**config.mk**
```make
export PLATFORM = sky130hd
export DESIGN_NAME = rsnh_sqrt
export DESIGN_NICKNAME = d
export VERILOG_FILES = /design/src/rsnh_pkg.sv /design/src/rsnh_sqrt.sv
export SDC_FILE = /design/constraint.sdc
export NUM_CORES = 1
export LEC_CHECK = 0
export ABC_AREA = 1
export BUFFER_PORTS_ARGS = -buffer_cell sky130_fd_sc_hd__buf_2
export CELL_PAD_IN_SITES_DETAIL_PLACEMENT = 0
export CELL_PAD_IN_SITES_GLOBAL_PLACEMENT = 1
export CORE_ASPECT_RATIO = 1.5
export CORE_MARGIN = 2
export CORE_UTILIZATION = 47
export CTS_CLUSTER_SIZE = 14
export DETAILED_ROUTE_END_ITERATION = 8
export PLACE_DENSITY = 0.88
export SYNTH_ARGS = -nofsm -noshare
export SYNTH_HDL_FRONTEND = slang
export SYNTH_SLANG_ARGS = --single-unit
```
**constraint.sdc**
```tcl
create_clock -name clk -period 27.8 [get_ports clk]
set_clock_uncertainty 0.1 [all_clocks]
set_input_delay 2.78 -clock clk [delete_from_list [all_inputs] [get_ports clk]]
set_output_delay 2.78 -clock clk [all_outputs]
set_load 0.02 [all_outputs]
```
**src/rsnh_pkg.sv**
```systemverilog
// ----------------------------------------------------------------------------
// rsnh_pkg
// Types and constants shared by the ray/sphere nearest-hit block.
// ----------------------------------------------------------------------------
package rsnh_pkg;

  localparam logic OP_LOAD = 1'b0;
  localparam logic OP_CAST = 1'b1;

  localparam logic [1:0] CFG_ACTIVE = 2'd0;
  localparam logic [1:0] CFG_NEAR   = 2'd1;
  localparam logic [1:0] CFG_FAR    = 2'd2;

  localparam int SQRT_BITS = 41;

  typedef struct packed {
    logic               operation;
    logic [3:0]         slot;
    logic signed [31:0] px;
    logic signed [31:0] py;
    logic signed [31:0] pz;
    logic signed [15:0] dir_x;
    logic signed [15:0] dir_y;
    logic signed [15:0] dir_z;
    logic [30:0]        radius;
    logic [23:0]        colour;
  } in_item_t;

  typedef struct packed {
    logic        hit;
    logic [3:0]  hit_slot;
    logic [30:0] distance;
    logic [23:0] hit_colour;
  } out_item_t;

endpackage

```
**src/rsnh_sqrt.sv**
```systemverilog
// ----------------------------------------------------------------------------
// rsnh_sqrt
// Bit-serial floor square root of an 82-bit value, one result bit per cycle.
// ----------------------------------------------------------------------------
module rsnh_sqrt (
  input  logic        clk,
  input  logic        rst,
  input  logic        start,
  input  logic [81:0] radicand,
  output logic        done,
  output logic [40:0] root
);
  import rsnh_pkg::*;

  logic [81:0] rem;
  logic [40:0] res;
  logic [5:0]  bit_idx;
  logic        running;
  logic [83:0] trial;

  // classic restoring digit recurrence: trial = (res*2 + (1 << bit)) << bit
  always_comb begin
    trial = ({43'd0, res} << (bit_idx + 6'd1)) | (84'd1 << (2 * bit_idx));
  end

  always_ff @(posedge clk) begin
    if (rst) begin
      running <= 1'b0;
      done    <= 1'b0;
    end else begin
      done <= 1'b0;
      if (start) begin
        running <= 1'b1;
        bit_idx <= 6'(SQRT_BITS - 1);
        rem     <= radicand;
        res     <= '0;
      end else if (running) begin
        if ({2'b00, rem} >= trial) begin
          rem <= rem - trial[81:0];
          res <= res | (41'd1 << bit_idx);
        end
        if (bit_idx == 6'd0) begin
          running <= 1'b0;
          done    <= 1'b1;
        end else begin
          bit_idx <= bit_idx - 6'd1;
        end
      end
    end
  end

  assign root = res;

endmodule

```
### Word level (Yosys, flattened, before mapping)

Cells that the tools add are included.

* add/subtract/negate cells: 3
* magnitude comparators: 1
* equal/unequal tests: 1
* shift-type cells: 3
* multiplexer cells: 11
* bitwise operators: 4
* reductions and logical operators: 6

Operators by type and width (number)
* 2-to-1 mux 82 bit: 3
* >= comparator 82 x 84 -> 1 bit: 1
* OR 84 bit: 1
* left shift 1 x 7 -> 84 bit (first input constant): 1
* left shift 41 x 6 -> 84 bit: 1
* 2-to-1 mux 41 bit: 2
* subtractor 82 bit: 1
* OR 41 bit: 1
* left shift 1 x 6 -> 41 bit (first input constant): 1
* 2-to-1 mux 6 bit: 2
* adder 6 x 1 -> 6 bit (second input constant): 1
* zero test 6 bit: 1
* AND reduction 3 bit: 2
* subtractor 6 x 1 -> 6 bit (second input constant): 1
* 2-to-1 mux 1 bit: 4
* nonzero test 2 bit: 2
* OR reduction 3 bit: 1
* inequality test 2 bit (second input constant): 1
* inverter 1 bit: 2

* register bits: 131
* bits of input ports: 85
* logic and storage cells: 34

### Longest topological paths before layout

Gate-level depths: netlist of the first run.

* depth in word-level cells: 7
* gate-level depth with buffers: 33
* gate-level depth less buffers: 28

### Worst setup path before layout of the first run

OpenSTA, ideal clock, no wires.

* path type: register to register
* from: register bit_idx[0]
* to: register rem[0] (enable)
* setup time: 0.646 ns
* arrival: 9.463 ns
* setup slack: 17.591 ns
* cell stages (with the launch flop): 29
* buffers on the path: 4
* period minus slack after synthesis: 10.209 ns
* path through: edfxtp_1 > buf_6 > inv_2 > buf_2 > ha_1 > buf_6 > buf_2 > o21ai_0 > nand2_1 > o21ai_0 > or2_1 > nand2_1 > nor2_1 > nand2_1 > nand2_1 > a21oi_1 > ha_1 > nand2_1 > nor2_1 > nand2_1 > inv_1 > nand2_1 > nor2_1 > nand4_1 > nand3_1 > nand2_1 > nand2_1 > nand2_1 > a21oi_1

* longest elaborated chain between the ends: 6
* elaborated cells on any way between the ends: 7

RTL lines
* from (decl): RTL line rsnh_sqrt.sv:17 `logic [5:0] bit_idx;`
* from (signal assigned): RTL line rsnh_sqrt.sv:34 `bit_idx <= 6'(SQRT_BITS - 1);`
* from (signal assigned): RTL line rsnh_sqrt.sv:46 `bit_idx <= bit_idx - 6'd1;`
* adder 6 x 1 -> 6 bit: RTL line rsnh_sqrt.sv:23 `trial = ({43'd0, res} << (bit_idx + 6'd1)) | (84'd1 << (2 * bit_idx));`
* left shift 41 x 6 -> 84 bit: RTL line rsnh_sqrt.sv:23
* OR 84 bit (*): RTL line rsnh_sqrt.sv:23
* >= comparator 82 x 84 -> 1 bit (*): RTL line rsnh_sqrt.sv:38 `if ({2'b00, rem} >= trial) begin`
* nonzero test 2 bit (no source line) (*)
* AND reduction 3 bit (no source line) (*)
* to (signal assigned): RTL line rsnh_sqrt.sv:35 `rem <= radicand;`
* to (signal assigned): RTL line rsnh_sqrt.sv:39 `rem <= rem - trial[81:0];`
* to (decl): RTL line rsnh_sqrt.sv:15 `logic [81:0] rem;`

Mark *: on every way between the ends. The rest lies on a longest branch, timed or not.
A chain may end at the register's enable or synchronous reset.

### Worst setup path after layout of the first run

* from: register bit_idx[0]
* to: register rem[58] (enable)

The elaborated chain is that of the path after synthesis.

==> flow_metrics.py, run 1 <==
metrics = {
    "critical_path": {
        "worstSetupPathDepth": 25,
        "path_buf_inv": 6,
        "path_class": "register to register",
        "reg2reg_depth": 25,
        "cp-startpoint": "bit_idx[0]$_SDFFCE_PP0P_",
        "required_ns": 27.78,
        "worstSetupStartpointType": "register",
        "reg2reg_slack_ns": 20.53,
        "path_common_cell": "nand2_1",
        "arrival_ns": 7.26,
        "endpoint": "rem[58]$_DFFE_PP_",
        "path_max_fanout": 61,
        "r2r-end": "rem[58]$_DFFE_PP_",
        "cp-end-kind": "register",
        "slowest_stage": "buf_4",
        "cpPeakStageDelay_ns": 0.73,
        "crit-reg2reg-launch": "bit_idx[0]$_SDFFCE_PP0P_",
        "cpLargestDelayFamily": "simple AND/OR/NAND/NOR gates",
    },
    "synth": {
        "synth_edf_count": 129,
        "yosys_warnings": 0,
        "syn_area_per_cell_um2": 5.926,
        "synthCells": 2707,
        "ys_types": 47,
        "syn-num-nets": 2882,
        "syn_area_um2": 16040,
        "seq_area_frac_synth_pct": 24.40,
        "ys.flop_type": "edfxtp_1",
        "ys_async_sr_fraction_pct": 0,
        "ys_seq_elements": 131,
    },
    "power_and_ir_drop": {
        "p_leak_uw": 0.008167,
        "p_per_area_nw_per_um2": 62.64,
        "clkPwrFrac_pct": 22.1,
        "power.share.combinational_pct": 54.1,
        "switching_share_pct": 50.02,
        "p_switching_uw": 548.1,
        "seq_power_share_pct": 23.8,
        "peakVddDrop_uv": 46.43,
        "internal-power_uw": 547.6,
    },
    "floorplan": {
        "ios": 127,
        "die_x_um": 154.9,
        "initial_core_util_pct": 47.82,
        "core_um2": 33550,
        "dieArea_um2": 35660,
        "die_h_um": 230.3,
        "fp-row-count": 82,
    },
    "timing": {
        "slew_headroom_pct": 21.54,
        "hold_violations": 0,
        "min_period_over_period_pct": 26.17,
        "setup_ws_ns": 20.53,
        "whs_ns": 0.3415,
        "grt_setup_unrepaired": "false",
        "setup_tns_ns": 0,
        "fmax_ghz": 0.1375,
        "layout_min_cycle_time_ns": 7.274,
        "drv_slew": 0,
        "worstMarginPinSlew_ns": 1.173,
        "setup-violations-final": 0,
    },
    "layout": {
        "final_core_util_pct": 52.14,
        "fillers": 3735,
        "regArea_um2": 3914,
        "mostFrequentLayoutCells": "954 x nand2_1, 307 x inv_1, 293 x nor2_1, 203 x a21oi_1, 194 x nand3_1",
        "drive_gt1_share_pct": 7.877,
        "syn_to_final_growth_pct": 9.039,
        "multi_input_area_um2": 10560,
        "final_common_cell": "nand2_1",
        "finalNetCount": 2955,
        "antennaDiodeCount": 0,
    },
    "clocking": {
        "cts_post_setup_buffers_inserted": 0,
        "clk_latency_ns": 0.47,
        "hold_buffers": 0,
        "path_clk_slew_ns": 0.07,
        "cts_resized": 0,
        "cts.sinks": 131,
        "clock_path_buffers": 2,
        "cts-root-buf": "clkbuf_16",
        "cts_buffers": 17,
        "h-tree-depth": 4,
        "cts_tree": "done",
    },
    "detailed_routing": {
        "drc": 0,
        "wl_per_cell_um": 24.48,
        "drt-initial-drc-count": 2004,
        "drt_pass1_iterations": 6,
        "drt_wl_total_um": 78640,
        "vias": 19040,
        "ant_nets": 0,
        "viasPerCell": 5.927,
    },
    "grt": {
        "grt_pass1_wl_um": 114100,
        "grt_pass1_vias": 18550,
        "grt_usage_pct": 44.03,
        "grt-ovfl-total": 0,
        "grt_max_degree": 90,
        "antenna_found_initial": 0,
    },
    "flow_run": {
        "cap_viol_max_count": 0,
    },
    "placed_design": {
        "gp_congestion": 1.089,
        "io_buffers": 126,
        "dp_slack_ns": 20.92,
        "dp_hpwl_um": 64970,
    },
    "hold_path": {
        "hold_class": "register to register",
    },
    "run_status": {
        "status": "completed",
    },
}
==> worst min-delay path, cell delays in order (launching register included) <==
cell     delay [ns]
dfxtp_1        0.31
inv_1          0.05
nor4_1         0.04
==> metrics by stage <==
| step | cell area [um^2] | instances | power (uW) |
|---|---|---|---|
| 2_1_floorplan | 16040 | 2707 | 648.0 |
| 3_3_place_gp | 16910 | 3181 | 829.4 |
| 3_5_place_dp | 16910 | 3181 | 832.8 |
| 4_1_cts | 17490 | 3213 | 1073 |
| 5_1_grt | 17490 | 3213 | 1153 |
| 6_report | 17490 | 3213 | 1096 |
==> sequential cells by signal, indices dropped and copies added, names as in the netlist <==
signal,flops
rem,82
done,1
bit_idx,6
running,1
root,41
==> power by group through the flow <==
stage	clock network (uW)	logic (uW)	registers, uW
floorplan	0	381	267
global placement	0	565	265
detailed placement	0	568	265
CTS	242	571	260
global route	246	645	262
finish	242	593	261
==> cells by family (layout without fill, tap and decap cells) <==
| logic type | Yosys count | count (layout) | synth area share [%] |
|---|---|---|---|
| multiplexers | 17 | 17 | 1.061 |
| AO/OA/AOI/OAI | 488 | 488 | 16.45 |
| XOR/XNOR | 9 | 9 | 0.5382 |
| buffers and inverters | 399 | 485 | 10.07 |
| AND/OR/NAND/NOR | 1573 | 1573 | 40.42 |
| flip-flops | 131 | 131 | 24.40 |
| adder cells (fa/ha/maj) | 90 | 90 | 7.066 |
==> synthesized netlist by cell type (4+ instances only) <==
master	n	area (um^2)
nand4_1	30	187.7
a21boi_1	5	37.54
ha_1	89	1114
buf_6	9	101.4
a21oi_1	204	1021
nand2_1	954	3581
or2_2	24	150.1
or2_0	6	37.54
or2_1	12	75.07
inv_1	307	1152
o211ai_1	4	30.03
edfxtp_1	129	3874
o21ai_2	5	43.79
o21a_1	7	52.55
a21boi_0	6	45.04
o21ai_1	58	290.3
nand3_1	194	970.9
a31oi_1	18	112.6
nand3b_1	26	195.2
o21ai_0	150	750.7
xnor2_1	5	43.79
clkbuf_1	31	116.4
buf_2	31	155.2
inv_2	6	22.52
nor3_1	22	110.1
mux2i_1	17	170.2
nor4_1	4	25.02
nor2_1	293	1100
o21bai_1	19	142.6
buf_1	12	45.04
==> area by class of cell <==
cell class / instances / share of cell area, %
multi-input cells: 2177 / 60.34
well taps: 420 / 3.004
repair buffers: 140 / 4.220
clock buffers: 17 / 2.432
clock inverters: 15 / 0.9155
flip-flops and latches: 131 / 22.37
inverters: 313 / 6.716
==> routing by layer <==
| metal | vias to the layer above | track usage [%] | wire, um |
|---|---|---|---|
| met3 | 330 | 7.953 | 5576 |
| met5 | - | 0 | 0 |
| met1 | 8686 | 46.50 | 27210 |
| met2 | 1007 | 72.91 | 36560 |
| met4 | 0 | 42.53 | 9306 |
| li1 | 9019 | - | - |
==> worst min path at each step <==
stage | from | to | slack [ns] | cells after the start
after floorplan | running$_SDFF_PP0_ | done$_SDFF_PP0_ | 0.31 | 2
after global placement | running$_SDFF_PP0_ | done$_SDFF_PP0_ | 0.33 | 2
after detailed placement | running$_SDFF_PP0_ | done$_SDFF_PP0_ | 0.33 | 2
after CTS | running$_SDFF_PP0_ | done$_SDFF_PP0_ | 0.34 | 2
after global routing | running$_SDFF_PP0_ | done$_SDFF_PP0_ | 0.36 | 2
final | running$_SDFF_PP0_ | done$_SDFF_PP0_ | 0.34 | 2
Note: power is estimated with default switching activity, not from simulation.
==> run 2: changes to the inputs <==
--- a/config.mk
+++ b/config.mk
@@ -5,16 +5,16 @@
 export SDC_FILE = /design/constraint.sdc
 export NUM_CORES = 1
 export LEC_CHECK = 0
-export ABC_AREA = 1
+export ABC_AREA = 0
 export BUFFER_PORTS_ARGS = -buffer_cell sky130_fd_sc_hd__buf_2
 export CELL_PAD_IN_SITES_DETAIL_PLACEMENT = 0
 export CELL_PAD_IN_SITES_GLOBAL_PLACEMENT = 1
 export CORE_ASPECT_RATIO = 1.5
 export CORE_MARGIN = 2
-export CORE_UTILIZATION = 47
+export CORE_UTILIZATION = 46
 export CTS_CLUSTER_SIZE = 14
 export DETAILED_ROUTE_END_ITERATION = 8
-export PLACE_DENSITY = 0.88
+export PLACE_DENSITY = 0.81
 export SYNTH_ARGS = -nofsm -noshare
 export SYNTH_HDL_FRONTEND = slang
 export SYNTH_SLANG_ARGS = --single-unit
==> constraint.sdc (replaced) <==
create_clock -name clk -period 6.7 [get_ports clk]
set_clock_uncertainty 0.1 [all_clocks]
set_input_delay 0.67 -clock clk [delete_from_list [all_inputs] [get_ports clk]]
set_output_delay 0.67 -clock clk [all_outputs]
set_load 0.02 [all_outputs]
==> run 2 against run 1 <==
Against the previous run: count of clock-buffer cells in the layout grew 2; non-clock buffer count grew 90; clock power grew to 4.2 times the previous value; hold slack lost 0.032 ns; register-to-register slack lost 20 ns; utilization grew 2.0 points; sequential power grew to 4.4 times the previous value; critical path depth shrank 5; worst setup slack lost 20 ns; maximum frequency grew 12%; synthesized cell count shrank 36%; critical path type unchanged; largest power group unchanged.
==> flow_metrics.py, run 2 <==
metrics = {
    "critical_path": {
        "reg2reg_depth": 20,
        "cp-end-kind": "register",
        "cp-startpoint": "bit_idx[1]$_SDFFCE_PP0P_",
        "required_ns": 6.73,
        "worstSetupStartpointType": "register",
        "r2r-end": "root[14]$_SDFFCE_PP0P_",
        "reg2reg_slack_ns": 0.22,
        "arrival_ns": 6.51,
        "crit-reg2reg-launch": "bit_idx[1]$_SDFFCE_PP0P_",
        "path_class": "register to register",
        "path_max_fanout": 44,
    },
    "layout": {
        "largest_reg_flops": 82,
        "drive_gt1_share_pct": 17.11,
        "final_core_util_pct": 54.10,
        "finalNetCount": 2050,
        "fillers": 2914,
        "antennaDiodeCount": 0,
        "mostFrequentLayoutCells": "271 x nand2_1, 201 x nor2_1, 180 x a21oi_1, 171 x o21ai_0, 129 x edfxtp_1",
        "top_register": "rem",
        "final_common_cell": "nand2_1",
        "syn_to_final_growth_pct": 16.17,
    },
    "grt": {
        "grt_usage_pct": 35.15,
        "grt_pass1_wl_um": 83410,
        "grt-ovfl-total": 0,
        "antenna_found_initial": 0,
        "grt_pass1_vias": 13910,
        "grt_max_degree": 170,
    },
    "placed_design": {
        "dp_slack_ns": 0.2868,
        "gp_congestion": 1.008,
        "dp_hpwl_um": 44280,
        "io_buffers": 126,
    },
    "floorplan": {
        "ios": 127,
        "die_x_um": 145.1,
        "core_um2": 29480,
        "fp-row-count": 77,
        "dieArea_um2": 31280,
        "die_h_um": 215.6,
        "initial_core_util_pct": 46.57,
    },
    "detailed_routing": {
        "ant_nets": 0,
        "drt-initial-drc-count": 1262,
        "wl_per_cell_um": 24.25,
        "vias": 14290,
        "drt_pass1_iterations": 5,
        "drt_wl_total_um": 55360,
        "viasPerCell": 6.258,
        "drc": 0,
    },
    "synth": {
        "synth_edf_count": 129,
        "synthCells": 1742,
        "synthTopCellsByCount": "271 x nand2_1, 201 x nor2_1, 180 x a21oi_1, 172 x o21ai_0, 129 x edfxtp_1",
        "syn_area_um2": 13730,
        "yosys_warnings": 0,
        "syn-num-nets": 1917,
        "synth_top_area_share_pct": 28.21,
        "ys_async_sr_fraction_pct": 0,
        "seq_area_frac_synth_pct": 28.50,
        "ys.flop_type": "edfxtp_1",
        "syn_area_per_cell_um2": 7.882,
        "netlist.top_cell.by_area": "edfxtp_1",
        "ys_types": 78,
        "ys_seq_elements": 131,
        "synth_area_leaders": "edfxtp_1 28%, ha_1 8.1%, nand2_1 7.4%",
        "post-synth-top-count-cell": "nand2_1",
    },
    "clocking": {
        "cts-root-buf": "clkbuf_16",
        "clk_latency_ns": 0.46,
        "cts_buffers": 17,
        "cts_tree": "done",
        "h-tree-depth": 4,
        "cts.sinks": 131,
        "path_clk_slew_ns": 0.06,
        "clock_path_buffers": 2,
    },
    "timing": {
        "hold_violations": 0,
        "setup-violations-final": 0,
        "whs_ns": 0.3094,
        "drv_slew": 0,
        "layout_min_cycle_time_ns": 6.478,
        "setup_ws_ns": 0.2219,
        "setup_tns_ns": 0,
        "slew_headroom_pct": 36.96,
        "worstMarginPinSlew_ns": 0.9384,
        "fmax_ghz": 0.1544,
        "grt_setup_unrepaired": "false",
        "min_period_over_period_pct": 96.69,
    },
    "hold_path": {
        "whs_endpoint": "running$_SDFF_PP0_",
        "hold_class": "primary input to register",
        "min_path_cells": 2,
        "hold_start": "rst",
    },
    "power_and_ir_drop": {
        "p_per_area_nw_per_um2": 306.9,
        "p_leak_uw": 0.006422,
        "p_total_uw": 4895,
        "peakVddDrop_uv": 203.1,
    },
    "flow_run": {
        "cap_viol_max_count": 0,
    },
    "run_status": {
        "status": "completed",
    },
}
-- run 2: what timing repair did --
action                     in CTS  in global routing
setup endpoints to repair       0                130
resized for setup               0                  5
hold buffers                    0                  0
setup buffers                   0                  2
-- run 2: kinds of logic after synthesis --
logic type | synth area share, %
XOR/XNOR | 5.550
flip-flops | 28.50
buffers and inverters | 4.219
AND/OR/NAND/NOR | 20.74
AO/OA/AOI/OAI | 25.51
multiplexers | 7.226
adder cells (fa/ha/maj) | 8.256
-- run 2: how the worst max path moves through the flow --
stage	to	slack, ns	cells past startpoint
final	root[14]$_SDFFCE_PP0P_	0.22	20
after global routing	root[14]$_SDFFCE_PP0P_	0.005	23
after CTS	root[14]$_SDFFCE_PP0P_	0.24	22
after detailed placement	root[12]$_SDFFCE_PP0P_	0.29	22
after global placement	root[12]$_SDFFCE_PP0P_	0.19	22
after floorplan	rem[0]$_DFFE_PP_	0.01	24
-- run 2: where the power goes --
part           switching, uW  internal (uW)
Sequential              81.1           1070
Clock                    399            622
Combinational           1660           1050
Total                   2140           2750
-- run 2: stage by stage --
step	area [um^2]	std cells
2_1_floorplan	13750	1742
6_report	15950	2283
4_1_cts	15910	2281
3_5_place_dp	15300	2249
3_3_place_gp	15300	2249
5_1_grt	15950	2283
-- run 2: layout make-up --
cell class                 count  area [um^2]  share of cell area, %
clock buffer                  19        432.9                  2.714
clock inverter                13        183.9                  1.153
inverter                      30        112.6                 0.7060
multi-input combinational   1465         9304                  58.33
sequential                   131         3914                  24.54
tap                          395        494.2                  3.099
timing repair buffer         230         1509                  9.460
-- run 2: per-layer routing --
layer | GRT usage [%] | share of wire (%) | vias up | routed length, um
met5 | 0 | 0 | - | 0
met4 | 17.84 | 5.8 | 0 | 3211
met3 | 4.397 | 6.1 | 156 | 3357
met2 | 61.92 | 50 | 673 | 27410
met1 | 42.16 | 39 | 6801 | 21390
li1 | - | - | 6658 | -
-- run 2: critical path, cell delays in order (launching register included) --
cell	delay, ns
edfxtp_1	0.41
inv_1	0.11
ha_2	0.49
buf_12	0.23
mux4_2	0.54
mux2_2	0.29
o21ai_0	0.32
o21ai_0	0.18
a221oi_1	0.71
ha_1	0.37
nand2_1	0.16
nor4_4	0.31
nand2_1	0.15
o31ai_1	0.29
a211oi_1	0.09
a31oi_1	0.37
buf_4	0.18
a31oi_1	0.12
nor2_1	0.13
o221a_4	0.28
buf_12	0.25
